[src/hw/rtl/bss_pkg.sv]
// Shared types and constants of the boosted stump scorer.
package bss_pkg;

   localparam int STUMPS_PER_SET_DEF = 128;
   localparam int OP_W = 3;
   localparam int SLOT_W = 7;
   localparam int VAL_W = 32;
   localparam int SCORE_W = 40;
   localparam int HITS_W = 24;
   localparam int CNT_CFG_W = 8;
   localparam int CSR_IDX_W = 2;

   localparam logic [OP_W-1:0] OP_WRITE_LOW  = 3'd0;
   localparam logic [OP_W-1:0] OP_WRITE_HIGH = 3'd1;
   localparam logic [OP_W-1:0] OP_CLASSIFY   = 3'd2;
   localparam logic [OP_W-1:0] OP_POSITIVE   = 3'd3;
   localparam logic [OP_W-1:0] OP_NEGATIVE   = 3'd4;
   localparam logic [OP_W-1:0] OP_CLEAR_CAL  = 3'd5;

   localparam logic [CSR_IDX_W-1:0] CSR_ACTIVE_LOW  = 2'd0;
   localparam logic [CSR_IDX_W-1:0] CSR_ACTIVE_HIGH = 2'd1;
   localparam logic [CSR_IDX_W-1:0] CSR_THRESHOLD   = 2'd2;

   localparam logic signed [SCORE_W-1:0] SCORE_MAX = {1'b0, {(SCORE_W-1){1'b1}}};
   localparam logic signed [SCORE_W-1:0] SCORE_MIN = {1'b1, {(SCORE_W-1){1'b0}}};
   localparam logic [HITS_W-1:0] HITS_MAX = {HITS_W{1'b1}};

   typedef struct packed {
      logic                    lo;
      logic                    hi;
      logic [SLOT_W-1:0]       slot;
      logic signed [VAL_W-1:0] bound;
      logic signed [VAL_W-1:0] weight;
   } stump_wr_type;

   typedef enum logic [1:0] {
      ST_IDLE,
      ST_SCAN,
      ST_FINISH
   } state_type;

endpackage

[src/hw/rtl/bss_cell.sv]
// One cell of the stump chain: holds one stump of each set and adds its votes.
module bss_cell #(
   parameter int IDX = 0,
   parameter int CNT_W = 8,
   parameter int ACC_W = 44
) (
   input  logic                          clock,
   input  logic                          reset,
   input  bss_pkg::stump_wr_type         wr,
   input  logic [CNT_W-1:0]              n_low,
   input  logic [CNT_W-1:0]              n_high,
   input  logic                          tok_valid_i,
   input  logic signed [bss_pkg::VAL_W-1:0] tok_value_i,
   input  logic signed [ACC_W-1:0]       tok_acc_i,
   output logic                          tok_valid_o,
   output logic signed [bss_pkg::VAL_W-1:0] tok_value_o,
   output logic signed [ACC_W-1:0]       tok_acc_o
);
   import bss_pkg::*;

   logic signed [VAL_W-1:0] lo_bound_ff, lo_weight_ff, hi_bound_ff, hi_weight_ff;
   logic                    valid_ff;
   logic signed [VAL_W-1:0] value_ff;
   logic signed [ACC_W-1:0] acc_ff, acc_in;
   logic signed [ACC_W-1:0] lo_ext, hi_ext, lo_term, hi_term;
   logic                    lo_en, hi_en, slot_hit;

   assign slot_hit = (int'(wr.slot) == IDX);
   assign lo_en = (IDX < int'(n_low));
   assign hi_en = (IDX < int'(n_high));
   assign lo_ext = ACC_W'(lo_weight_ff);
   assign hi_ext = ACC_W'(hi_weight_ff);

   always_comb begin
      lo_term = '0;
      hi_term = '0;
      if (lo_en) begin
         lo_term = (tok_value_i < lo_bound_ff) ? lo_ext : -lo_ext;
      end
      if (hi_en) begin
         hi_term = (tok_value_i >= hi_bound_ff) ? hi_ext : -hi_ext;
      end
      acc_in = tok_acc_i + lo_term + hi_term;
   end

   always_ff @(posedge clock) begin
      if (wr.lo && slot_hit) begin
         lo_bound_ff <= wr.bound;
         lo_weight_ff <= wr.weight;
      end
      if (wr.hi && slot_hit) begin
         hi_bound_ff <= wr.bound;
         hi_weight_ff <= wr.weight;
      end
      value_ff <= tok_value_i;
      acc_ff <= acc_in;
      if (reset) begin
         valid_ff <= 1'b0;
      end else begin
         valid_ff <= tok_valid_i;
      end
   end

   assign tok_valid_o = valid_ff;
   assign tok_value_o = value_ff;
   assign tok_acc_o = acc_ff;

endmodule

[config.mk]
export PLATFORM = sky130hd
export DESIGN_NAME = bss_cell
export DESIGN_NICKNAME = d
export VERILOG_FILES = /design/src/hw/rtl/bss_pkg.sv /design/src/hw/rtl/bss_cell.sv
export SDC_FILE = /design/constraint.sdc
export NUM_CORES = 1
export LEC_CHECK = 0
export ABC_AREA = 1
export BUFFER_PORTS_ARGS = -buffer_cell sky130_fd_sc_hd__buf_2
export CAP_MARGIN = 0
export CORE_MARGIN = 2
export CORE_UTILIZATION = 55
export DETAILED_ROUTE_END_ITERATION = 8
export PLACE_DENSITY = 0.88
export SYNTH_ARGS = -nofsm -noshare
export SYNTH_HDL_FRONTEND = slang
export SYNTH_SLANG_ARGS = --single-unit
[constraint.sdc]
create_clock -name clock -period 7.9 [get_ports clock]
set_clock_uncertainty 0.1 [all_clocks]
set_input_delay 0 -clock clock [delete_from_list [all_inputs] [get_ports clock]]
set_output_delay 0 -clock clock [all_outputs]
set_load 0.03 [all_outputs]
==> key figures, run 1 <==
Worst setup path
  • Worst Path Arrival: 6110 ps
  • Top delay family on crit path: simple AND/OR/NAND/NOR gates
  • Required time worst endpoint: 8200 ps
  • Most frequent CP cell: nand2_1
  • Startpoint types: flop
  • WP buf/inv: 2
  • CP Capture Type: flop
  • Max Fanout on Critical Path: 30
  • R2R Setup Slk: roughly 2100 ps
  • Slowest stage delay, CP: 570 ps
  • Slowest cell on the critical path: nand3_2
  • Crit Path Class: reg -> reg

Logic synthesis
  • #FFs+latches synth: approximately 210
  • Syn Area/Cell: 9.05 µm²
  • Register area share after synthesis: 43.2%
  • Syn. warnings: 0
  • Distinct cell type count after synthesis: 46
  • Synth top area share: 30.8%
  • Post-Synthesis Cells: about 1400
  • Area leader, netlist: edfxtp_1
  • Syn nets: 1697
  • Synthesized cell area: 12500 µm²
  • Area contributors post-synth: edfxtp_1, dfxtp_1, ha_1

Placement
  • Placed cells: 1895
  • GP Congestion: 0.949
  • DPL Wire Length: 25200 µm
  • Pre-CTS setup slack: 2250 ps
  • PortBufs: 244

Layout
  • Most common cell after layout, fill and taps aside: inv_1
  • Commonest cells after routing, fill and taps aside: inv_1, buf_2, nand2_1
  • Layout cells sized above 1: a little under a fifth
  • Finished Layout Cells: approximately 2000
  • NumNets Final: 2064
  • P&R area growth vs syn: 28.0%

Routing
  • Via count: 11187
  • Avg Vias per Cell: 5.46
  • Avg WL per Cell: 17.2 µm
  • Wirelength, routed: 35300 µm
  • DRC Markers: 0
  • Initial DRT Pass Iterations: 8
  • Routed Antenna Nets: 0
  • Initial DRC Count: 856

Floorplanning
  • Starting Density: 55.6%
  • Io pins: between 200 and 250
  • Die ar.: 23900 µm²
  • Chip width: 155 µm
  • Row cnt: 55
  • Core area: 22400 µm²
  • Die height: 155 µm

Worst hold path
  • Hold Crit Class: in -> reg

STA
  • Pins Over Slew Limit: 0
  • Hold Fails Final Rpt: 0
  • Clock period minus worst slack: 5800 ps
  • Slew Limit Headroom: a little under two fifths
  • Fmax: 172 MHz
  • Worst-Margin Slew: between 900 and 1000 ps
  • Final period util: around 73%
  • Final setup viols: 0
  • Unrepaired setup endpoints after global routing: no
  • Setup TNS: 0 ps
  • Fin worst setup slack: 2100 ps
  • Worst hold slack: 24.0 ps

Power and ir drop
  • Power Density: 233 nW/µm²
  • VDD IR max: 0.000229 V
  • Leakage: 7.56 nW
  • Power Total: 3.72 mW

Clock tree
  • Clk sinks: around 210
  • Root Driver: clkbuf_16
  • Cts bufs inserted: 22
  • Worst-path clk slew: roughly 60 ps
  • TritonCTS clock tree: built
  • Clk Latency, worst-skew pair: around 530 ps
  • Post-CTS setup buffers: 0
  • Clock Path Buffers: 3
  • Htree depth: 1
  • Post-cts sizing count: 0

Global route
  • Initial antenna violation count: 2
  • First-pass GRT wire length: 56000 µm
  • Grt total ovfl: 0
  • Largest net degree at the start of global routing: 65
  • GRT Util Overall: 29.3%
  • Vias in the first global route: ~11000

Outcome
  • Run status: completed

Flow run
  • Max Cap Viol: 0
==> where the power goes <==
part,switching [mW],total [mW],internal [mW]
logic,0.806,1.24,0.430
registers,0.0270,1.29,1.26
clock network,0.438,1.19,0.753
==> routing by layer <==
layer | vias to the layer above | share of wire [%] | wire length (µm) | global-route usage (%)
li1 | 5354 | - | - | -
met1 | 5189 | 40 | 14100 | 36.4
met2 | 552 | 49 | 17300 | 52.1
met3 | 92 | 7.7 | 2730 | 4.96
met4 | 0 | 3.2 | 1120 | 9.44
met5 | - | 0 | 0 | 0
==> flip-flops by register name, summed over array words and instances, names as in the netlist <==
name          flops
lo_weight_ff     32
tok_acc_o        44
tok_valid_o       1
lo_bound_ff      32
tok_value_o      32
hi_weight_ff     32
hi_bound_ff      32
==> final cells by class <==
cell class / count / area (µm²)
clock buffers: 25 / 572
flip-flops and latches: 205 / 5390
multi-input cells: 907 / 6060
repair buffers: 358 / 2350
diodes: 2 / 5.00
clock inverters: 15 / 277
fillers: 1591 / 6470
inverters: 251 / 947
well taps: 285 / 357
==> worst paths after layout <==
kind / cells after the start / end / start
setup / recovery: 25 / tok_acc_o[42]$_DFF_P_ / hi_bound_ff[31]$_DFFE_PP_
hold / removal: 4 / tok_acc_o[31]$_DFF_P_ / tok_acc_i[31]
setup reg to reg: 25 / tok_acc_o[42]$_DFF_P_ / hi_bound_ff[31]$_DFFE_PP_
hold reg to reg: 3 / tok_acc_o[0]$_DFF_P_ / hi_weight_ff[0]$_DFFE_PP_
==> repair_timing <==
action	4_1_cts	5_1_grt
setup endpoints to repair	0	0
hold buffers	111	0
endpoints found under the hold margin	174	0
==> metrics by stage <==
step,utilization [%],area (µm²)
CTS,71.1,16000
detailed placement,62.4,14000
floorplan,-,12500
finish,71.1,16000
global placement,62.4,14000
global route,71.1,16000
==> worst reg2reg max path: stages, from the launching register on <==
cell	delay, ps
edfxtp_1	330
inv_1	40
ha_1	320
nand2_1	130
nor2_2	170
nand4_2	120
nor4_2	350
nand2_1	130
nand3_1	110
nand3_2	570
o21ai_0	400
nand2_1	90
nor2_1	170
fa_1	440
ha_1	400
a21oi_1	190
nand2_1	180
a21oi_1	320
inv_1	70
nand2_1	60
nand2_1	80
nand4_1	110
nand2_1	140
a21oi_1	330
o21ai_0	170
xor2_1	160
==> cell usage after synthesis, drive strengths merged <==
| cell | number |
|---|---|
| a31oi | 15 |
| nand3b | 2 |
| xnor2 | 15 |
| o41ai | 2 |
| clkbuf | 5 |
| o311a | 1 |
| nand2 | 185 |
| o21ai | 100 |
| a41oi | 1 |
| nor4 | 13 |
| nand4 | 22 |
| dfxtp | 77 |
| nor4b | 1 |
| nor3 | 35 |
| o21bai | 6 |
| a21o | 5 |
| o221ai | 3 |
| inv | 251 |
| or2 | 2 |
| o211ai | 3 |
| xor2 | 26 |
| edfxtp | 128 |
| ha | 107 |
| nand3 | 40 |
| o31ai | 4 |
| nor2 | 144 |
| fa | 44 |
| a21boi | 1 |
| o21a | 3 |
| a21oi | 127 |
| buf | 10 |
==> cells by family (layout without fill, tap and decap cells) <==
family / count (synthesis) / after routing / synth area share [%]
fa+ha+maj: 151 / 151 / 17.8
compound gates: 271 / 271 / 11.9
xor+xnor: 41 / 41 / 2.88
other cells: 0 / 2 / 0
buf+inv: 266 / 649 / 8.30
flops: 205 / 205 / 43.2
simple gates: 444 / 444 / 16.0
(Power assumes the default switching activity.)
==> run 2, diff against run 1 <==
Clock period 7.9 ns to 5.6 ns, I/O delays scaled along.
==> run 2 against run 1 <==
Against the previous run:
- power grew 34%
- critical path type unchanged
- non-clock buffer count grew 1
- largest power group unchanged
- setup slack lost 1600 ps
- clock power grew 19%
- largest cell class unchanged
- design area shrank 0.65%
- sequential power grew 41%
- first-iteration DRC count shrank 0.70%
- worst hold slack lost 11 ps
==> key figures, run 2 (synthesized netlist as in run 1, its figures left out) <==
Outcome
  • Run status: completed (unchanged)

Placement
  • PortBufs: 244 (unchanged)
  • GP Congestion: 0.949 (about the same)
  • DPL Wire Length: 24800 µm (was 25200 µm)

Layout
  • Layout cells sized above 1: 18.4% (was 18.3%)
  • P&R area growth vs syn: 27.2% (was 28.0%)
  • Commonest cells after routing, fill and taps aside: inv_1, buf_2, nand2_1 (unchanged)
  • Max reg flops: 44 (unchanged)
  • Most common cell after layout, fill and taps aside: inv_1 (unchanged)
  • NumNets Final: 2065 (was 2064)
  • Flip-flop and latch area: 5390 µm² (unchanged)
  • Layout fillers: 1619 (was 1591)
  • Multi-input gate area: 6090 µm² (was 6060 µm²)

Routing
  • Avg WL per Cell: 17.2 µm (about the same)
  • DRC Markers: 0 (unchanged)
  • Via count: 11160 (was 11187)
  • Initial DRC Count: 850 (was 856)
  • Avg Vias per Cell: 5.45 (was 5.46)
  • Routed Antenna Nets: 0 (unchanged)
  • Wirelength, routed: 35300 µm (about the same)
  • Initial DRT Pass Iterations: 5 (was 8)

Clock tree
  • Clock Path Buffers: 3 (unchanged)
  • Clk Latency, worst-skew pair: 530 ps (about the same)
  • Htree depth: 1 (unchanged)
  • Root Driver: clkbuf_16 (unchanged)
  • Worst-path clk slew: 60 ps (about the same)
  • Cts bufs inserted: 22 (unchanged)
  • TritonCTS clock tree: built (unchanged)
  • Clk sinks: 205 (unchanged)
  • Post-CTS setup buffers: 0 (unchanged)

Worst setup path
  • CP Capture Type: flop (unchanged)
  • Slowest stage delay, CP: 460 ps (was 570 ps)
  • Crit Path Class: reg -> reg (unchanged)
  • Worst Path Arrival: 5410 ps (was 6110 ps)
  • Max Fanout on Critical Path: 30 (unchanged)
  • Most frequent CP cell: nand2_1 (unchanged)
  • Slowest cell on the critical path: fa_1 (was nand3_2)
  • Required time worst endpoint: 5900 ps (was 8200 ps)
  • Startpoint types: flop (unchanged)

Floorplanning
  • Die ar.: 23900 µm² (unchanged)
  • Starting Density: 55.6% (unchanged)
  • Row cnt: 55 (unchanged)
  • Core area: 22400 µm² (unchanged)
  • Chip width: 155 µm (unchanged)
  • Io pins: 245 (unchanged)
  • Die height: 155 µm (unchanged)

Power and ir drop
  • Leakage: 7.51 nW (was 7.56 nW)
  • VDD IR max: 0.000225 V (was 0.000229 V)
  • Power Total: 4.99 mW (was 3.72 mW)
  • Power Density: 315 nW/µm² (was 233 nW/µm²)

Global route
  • Largest net degree at the start of global routing: 65 (unchanged)
  • Initial antenna violation count: 2 (unchanged)
  • Grt total ovfl: 0 (unchanged)
  • GRT Util Overall: 29.3% (about the same)
  • Vias in the first global route: 11157 (was 11359)
  • First-pass GRT wire length: 55700 µm (was 56000 µm)

STA
  • Final setup viols: 0 (unchanged)
  • Slew Limit Headroom: 31.4% (was 36.8%)
  • Final period util: 91.3% (was 73.5%)
  • Setup TNS: 0 ps (unchanged)
  • Pins Over Slew Limit: 0 (unchanged)
  • Unrepaired setup endpoints after global routing: no (unchanged)
  • Fmax: 196 MHz (was 172 MHz)
  • Clock period minus worst slack: 5110 ps (was 5800 ps)
  • Worst-Margin Slew: 1030 ps (was 945 ps)
  • Hold Fails Final Rpt: 0 (unchanged)

Worst hold path
  • Hold Crit Class: in -> reg (unchanged)

Flow run
  • Max Cap Viol: 0 (unchanged)
==> run 2: path summary, 6_finish.rpt <==
path | startpoint | endpoint | slack (ps) | cells after the start
max reg2reg | hi_bound_ff[31]$_DFFE_PP_ | tok_acc_o[25]$_DFF_P_ | 490 | 28
max | hi_bound_ff[31]$_DFFE_PP_ | tok_acc_o[25]$_DFF_P_ | 490 | 28
min reg2reg | hi_weight_ff[0]$_DFFE_PP_ | tok_acc_o[0]$_DFF_P_ | 650 | 3
min | tok_acc_i[37] | tok_acc_o[38]$_DFF_P_ | 10 | 4
==> run 2: area by class of cell <==
cell class                 instances  share of cell area (%)
multi-input combinational        907                    38.4
sequential                       205                    34.0
timing repair buffer             359                    14.9
inverter                         251                    5.97
clock buffer                      34                    4.21
tap                              285                    2.25
clock inverter                     6                   0.260
antenna                            2                  0.0316
==> run 2: power breakdown <==
group,internal (mW),leakage (nW),switching (mW)
clock,0.824,0.342,0.599
combinational,0.609,5.37,1.14
sequential,1.78,1.80,0.0356
==> run 2: through the flow <==
step | instances | utilization [%] | hold slack, ps | setup WS (ps) | cell area, µm²
floorplan | 1378 | - | -72.3 | 1310 | 12500
global placement | 1899 | 62.5 | 45.3 | 341 | 14000
detailed placement | 1899 | 62.5 | 39.9 | 230 | 14000
CTS | 2047 | 70.5 | 5.55 | 196 | 15800
global route | 2049 | 70.7 | 36.7 | 59.4 | 15900
finish | 2049 | 70.7 | 13.5 | 487 | 15900
==> run 2: worst max-delay path: cells and delay by family, from the launching register on <==
kind	cells	cell delay (ps)
fa+ha+maj	3	1200
xor+xnor	1	150
compound gates	7	1070
buf+inv	3	360
flops	1	330
simple gates	14	1710
==> run 2: per-layer routing <==
layer	track usage [%]	routed length, µm	part of all wire (%)
met1	36.7	14000	40
met2	51.4	17300	49
met3	5.60	2930	8.3
met4	9.22	1060	3.0
met5	0	0	0
==> run 2: repair_timing <==
item / CTS / global route
hold endpoints to repair: 169 / 0
hold buffers: 108 / 0
setup endpoints to repair: 0 / 19
gates resized for setup: 0 / 9
==> run 3, diff against run 2 <==
Settings changed: CELL_PAD_IN_SITES_DETAIL_PLACEMENT set to 0, CELL_PAD_IN_SITES_GLOBAL_PLACEMENT set to 1, CORE_UTILIZATION 55 to 46, PLACE_DENSITY 0.88 to 0.95.
Clock period 5.6 ns to 6.1 ns, I/O delays scaled along.
==> run 3 against run 2 <==
Against the previous run:
- sequential share of layout area shrank 0.30 points
- largest cell class unchanged
- final cell count grew 3.0%
- die area grew 19%
- first-iteration DRC count grew 0.82%
- sequential power shrank 8%
- worst hold slack lost 10 ps
- via count shrank 2.6%
- global-route usage shrank 5.0 points
- combinational power shrank 9%
- setup slack gained 120 ps
- sequential cell count is the same
==> key figures, run 3 (synthesized netlist as in run 1, its figures left out) <==
Outcome
  • Run status: completed (unchanged)

Routing
  • Wire length on met1: 14400 µm (was 14000 µm)
  • Met2 Wirelength: 17300 µm (about the same)
  • Wirelength, routed: 34500 µm (was 35300 µm)
  • Via count: 10868 (was 11160)
  • Avg Vias per Cell: 5.15 (was 5.45)
  • Routed Antenna Nets: 0 (unchanged)
  • Metal3 WL: 1940 µm (was 2930 µm)
  • Initial DRT Pass Iterations: 5 (unchanged)
  • Avg WL per Cell: 16.4 µm (was 17.2 µm)
  • Top layer in use: met4 (unchanged)
  • Initial DRC Count: 857 (was 850)
  • DRC Markers: 0 (unchanged)

Layout
  • Max reg flops: 44 (unchanged)
  • P&R area growth vs syn: 28.3% (was 27.2%)
  • Layout cells sized above 1: 18.6% (was 18.4%)
  • Fin util: 59.7% (was 70.7%)
  • NumNets Final: 2069 (was 2065)
  • Commonest cells after routing, fill and taps aside: inv_1, buf_2, nand2_1 (unchanged)
  • Most common cell after layout, fill and taps aside: inv_1 (unchanged)

STA
  • Final setup viols: 0 (unchanged)
  • Fmax: 182 MHz (was 196 MHz)
  • Unrepaired setup endpoints after global routing: no (unchanged)
  • Slew Limit Headroom: 39.2% (was 31.4%)
  • Hold Fails Final Rpt: 0 (unchanged)
  • Worst hold slack: 3.25 ps (was 13.5 ps)
  • Worst-Margin Slew: 913 ps (was 1030 ps)
  • Clock period minus worst slack: 5490 ps (was 5110 ps)
  • Pins Over Slew Limit: 0 (unchanged)
  • Setup TNS: 0 ps (unchanged)
  • Final period util: 90.0% (was 91.3%)

Worst setup path
  • Startpoint types: flop (unchanged)
  • Worst Path Arrival: 5790 ps (was 5410 ps)
  • Max Fanout on Critical Path: 23 (was 30)
  • Worst R2R Path Depth: 26 (was 28)
  • WP buf/inv: 2 (was 3)
  • Slowest cell on the critical path: fa_1 (unchanged)
  • Reg-to-reg endpoint: tok_acc_o[42]$_DFF_P_ (was tok_acc_o[25]$_DFF_P_)
  • Top delay family on crit path: simple AND/OR/NAND/NOR gates (unchanged)
  • R2R Setup Slk: 610 ps (was 490 ps)
  • Required time worst endpoint: 6400 ps (was 5900 ps)
  • Crit Path Class: reg -> reg (unchanged)
  • Most frequent CP cell: nand2_1 (unchanged)
  • Slowest stage delay, CP: 450 ps (was 460 ps)
  • R2R Path Start: hi_bound_ff[15]$_DFFE_PP_ (was hi_bound_ff[31]$_DFFE_PP_)
  • CP Capture Type: flop (unchanged)

Clock tree
  • Root Driver: clkbuf_16 (unchanged)
  • Clk sinks: 205 (unchanged)
  • TritonCTS clock tree: built (unchanged)
  • Clk Latency, worst-skew pair: 540 ps (was 530 ps)
  • Htree depth: 1 (unchanged)
  • Clock Path Buffers: 3 (unchanged)
  • Worst-path clk slew: 60 ps (about the same)
  • Cts bufs inserted: 24 (was 22)

Floorplanning
  • Row cnt: 60 (was 55)
  • Chip width: 169 µm (was 155 µm)
  • Core area: 26800 µm² (was 22400 µm²)
  • Die height: 169 µm (was 155 µm)
  • Starting Density: 46.5% (was 55.6%)
  • Die ar.: 28400 µm² (was 23900 µm²)
  • Io pins: 245 (unchanged)

Worst hold path
  • Hold Crit Class: in -> reg (unchanged)
  • WHS Path Cells: 4 (unchanged)
  • Hold path startpoint: tok_acc_i[10] (was tok_acc_i[37])
  • Worst Hold End: tok_acc_o[11]$_DFF_P_ (was tok_acc_o[38]$_DFF_P_)

Power and ir drop
  • Leakage: 7.55 nW (was 7.51 nW)
  • Gate power share: 34.2% (was 35.1%)
  • Switching Power: 1.67 mW (was 1.78 mW)
  • Power Total: 4.68 mW (was 4.99 mW)
  • Net switching share of the total power: 35.6% (about the same)
  • Reg power frac: 35.8% (was 36.4%)
  • Power Density: 292 nW/µm² (was 315 nW/µm²)
  • VDD IR max: 0.000268 V (was 0.000225 V)
  • Internal power: 3.01 mW (was 3.22 mW)
  • Clock Power Share: 30.0% (was 28.5%)

Global route
  • Vias in the first global route: 10887 (was 11157)
  • First-pass GRT wire length: 54900 µm (was 55700 µm)
  • Grt total ovfl: 0 (unchanged)
  • Largest net degree at the start of global routing: 65 (unchanged)
  • Initial antenna violation count: 2 (unchanged)
  • GRT Util Overall: 24.3% (was 29.3%)

Placement
  • DPL Wire Length: 25600 µm (was 24800 µm)
  • GP Congestion: 0.924 (was 0.949)
  • PortBufs: 244 (unchanged)

Flow run
  • Max Cap Viol: 0 (unchanged)
[run 3: cell count changes in the layout (fill, tap and decap cells not counted), moves of 2 or more]
cell | previous run | this run
clkinv_2 | 0 | 5
a21oi_1 | 122 | 125
a21oi_2 | 5 | 2
clkinv_1 | 3 | 0
clkbuf_8 | 3 | 5
dlygate4sd3_1 | 108 | 110
[run 3: cell type report]
class	instances	area, µm²
Multi-Input combinational cell	907	6070
Timing Repair Buffer	361	2370
Inverter	251	947
Clock inverter	8	70.1
Sequential cell	205	5390
Clock buffer	36	717
Antenna cell	2	5.00
Tap cell	341	427
Fill cell	2304	10800
[run 3: worst max path at each step]
stage	from	end	slack, ps	depth (start not counted)
after global routing	hi_bound_ff[31]$_DFFE_PP_	tok_acc_o[42]$_DFF_P_	190	25
after detailed placement	hi_bound_ff[31]$_DFFE_PP_	tok_acc_o[42]$_DFF_P_	630	25
final	hi_bound_ff[15]$_DFFE_PP_	tok_acc_o[42]$_DFF_P_	610	26
after CTS	hi_bound_ff[31]$_DFFE_PP_	tok_acc_o[42]$_DFF_P_	570	25
after floorplan	hi_bound_ff[31]$_DFFE_PP_	tok_acc_o[25]$_DFF_P_	1810	29
after global placement	hi_bound_ff[31]$_DFFE_PP_	tok_acc_o[42]$_DFF_P_	620	25
[run 3: layer usage]
layer / track usage, % / vias to the layer above
met4: 7.46 / 0
met3: 3.32 / 77
met2: 44.2 / 392
met5: 0 / -
li1: - / 5366
met1: 29.9 / 5033
[run 3: repair_timing]
| action | CTS | global route |
|---|---|---|
| hold buffers | 110 | 0 |
| setup buffers | 0 | 0 |
| endpoints found under the hold margin | 174 | 0 |
| gates resized for setup | 0 | 1 |
| setup endpoints to repair | 0 | 1 |
[run 3: worst min-delay path, stage by stage]
cell     delay [ps]
buf_2           110
fa_1            170
ha_1            210
xnor2_1          90
[run 3: per-stage QoR]
stage	std cells	cell area, µm²	worst slack, ps
floorplan	1378	12500	1810
global placement	1955	14100	623
detailed placement	1955	14100	629
CTS	2109	16000	574
global route	2111	16000	192
finish	2111	16000	609
[run 3: power groups by stage]
stage                     logic (mW)  registers, mW  clock network [mW]
final                           1.60           1.67                1.40
after global routing            1.76           1.69                1.49
after CTS                       1.60           1.68                1.43
after detailed placement        1.54           1.70                   0
after global placement          1.53           1.70                   0
after floorplan                0.745           2.04                   0
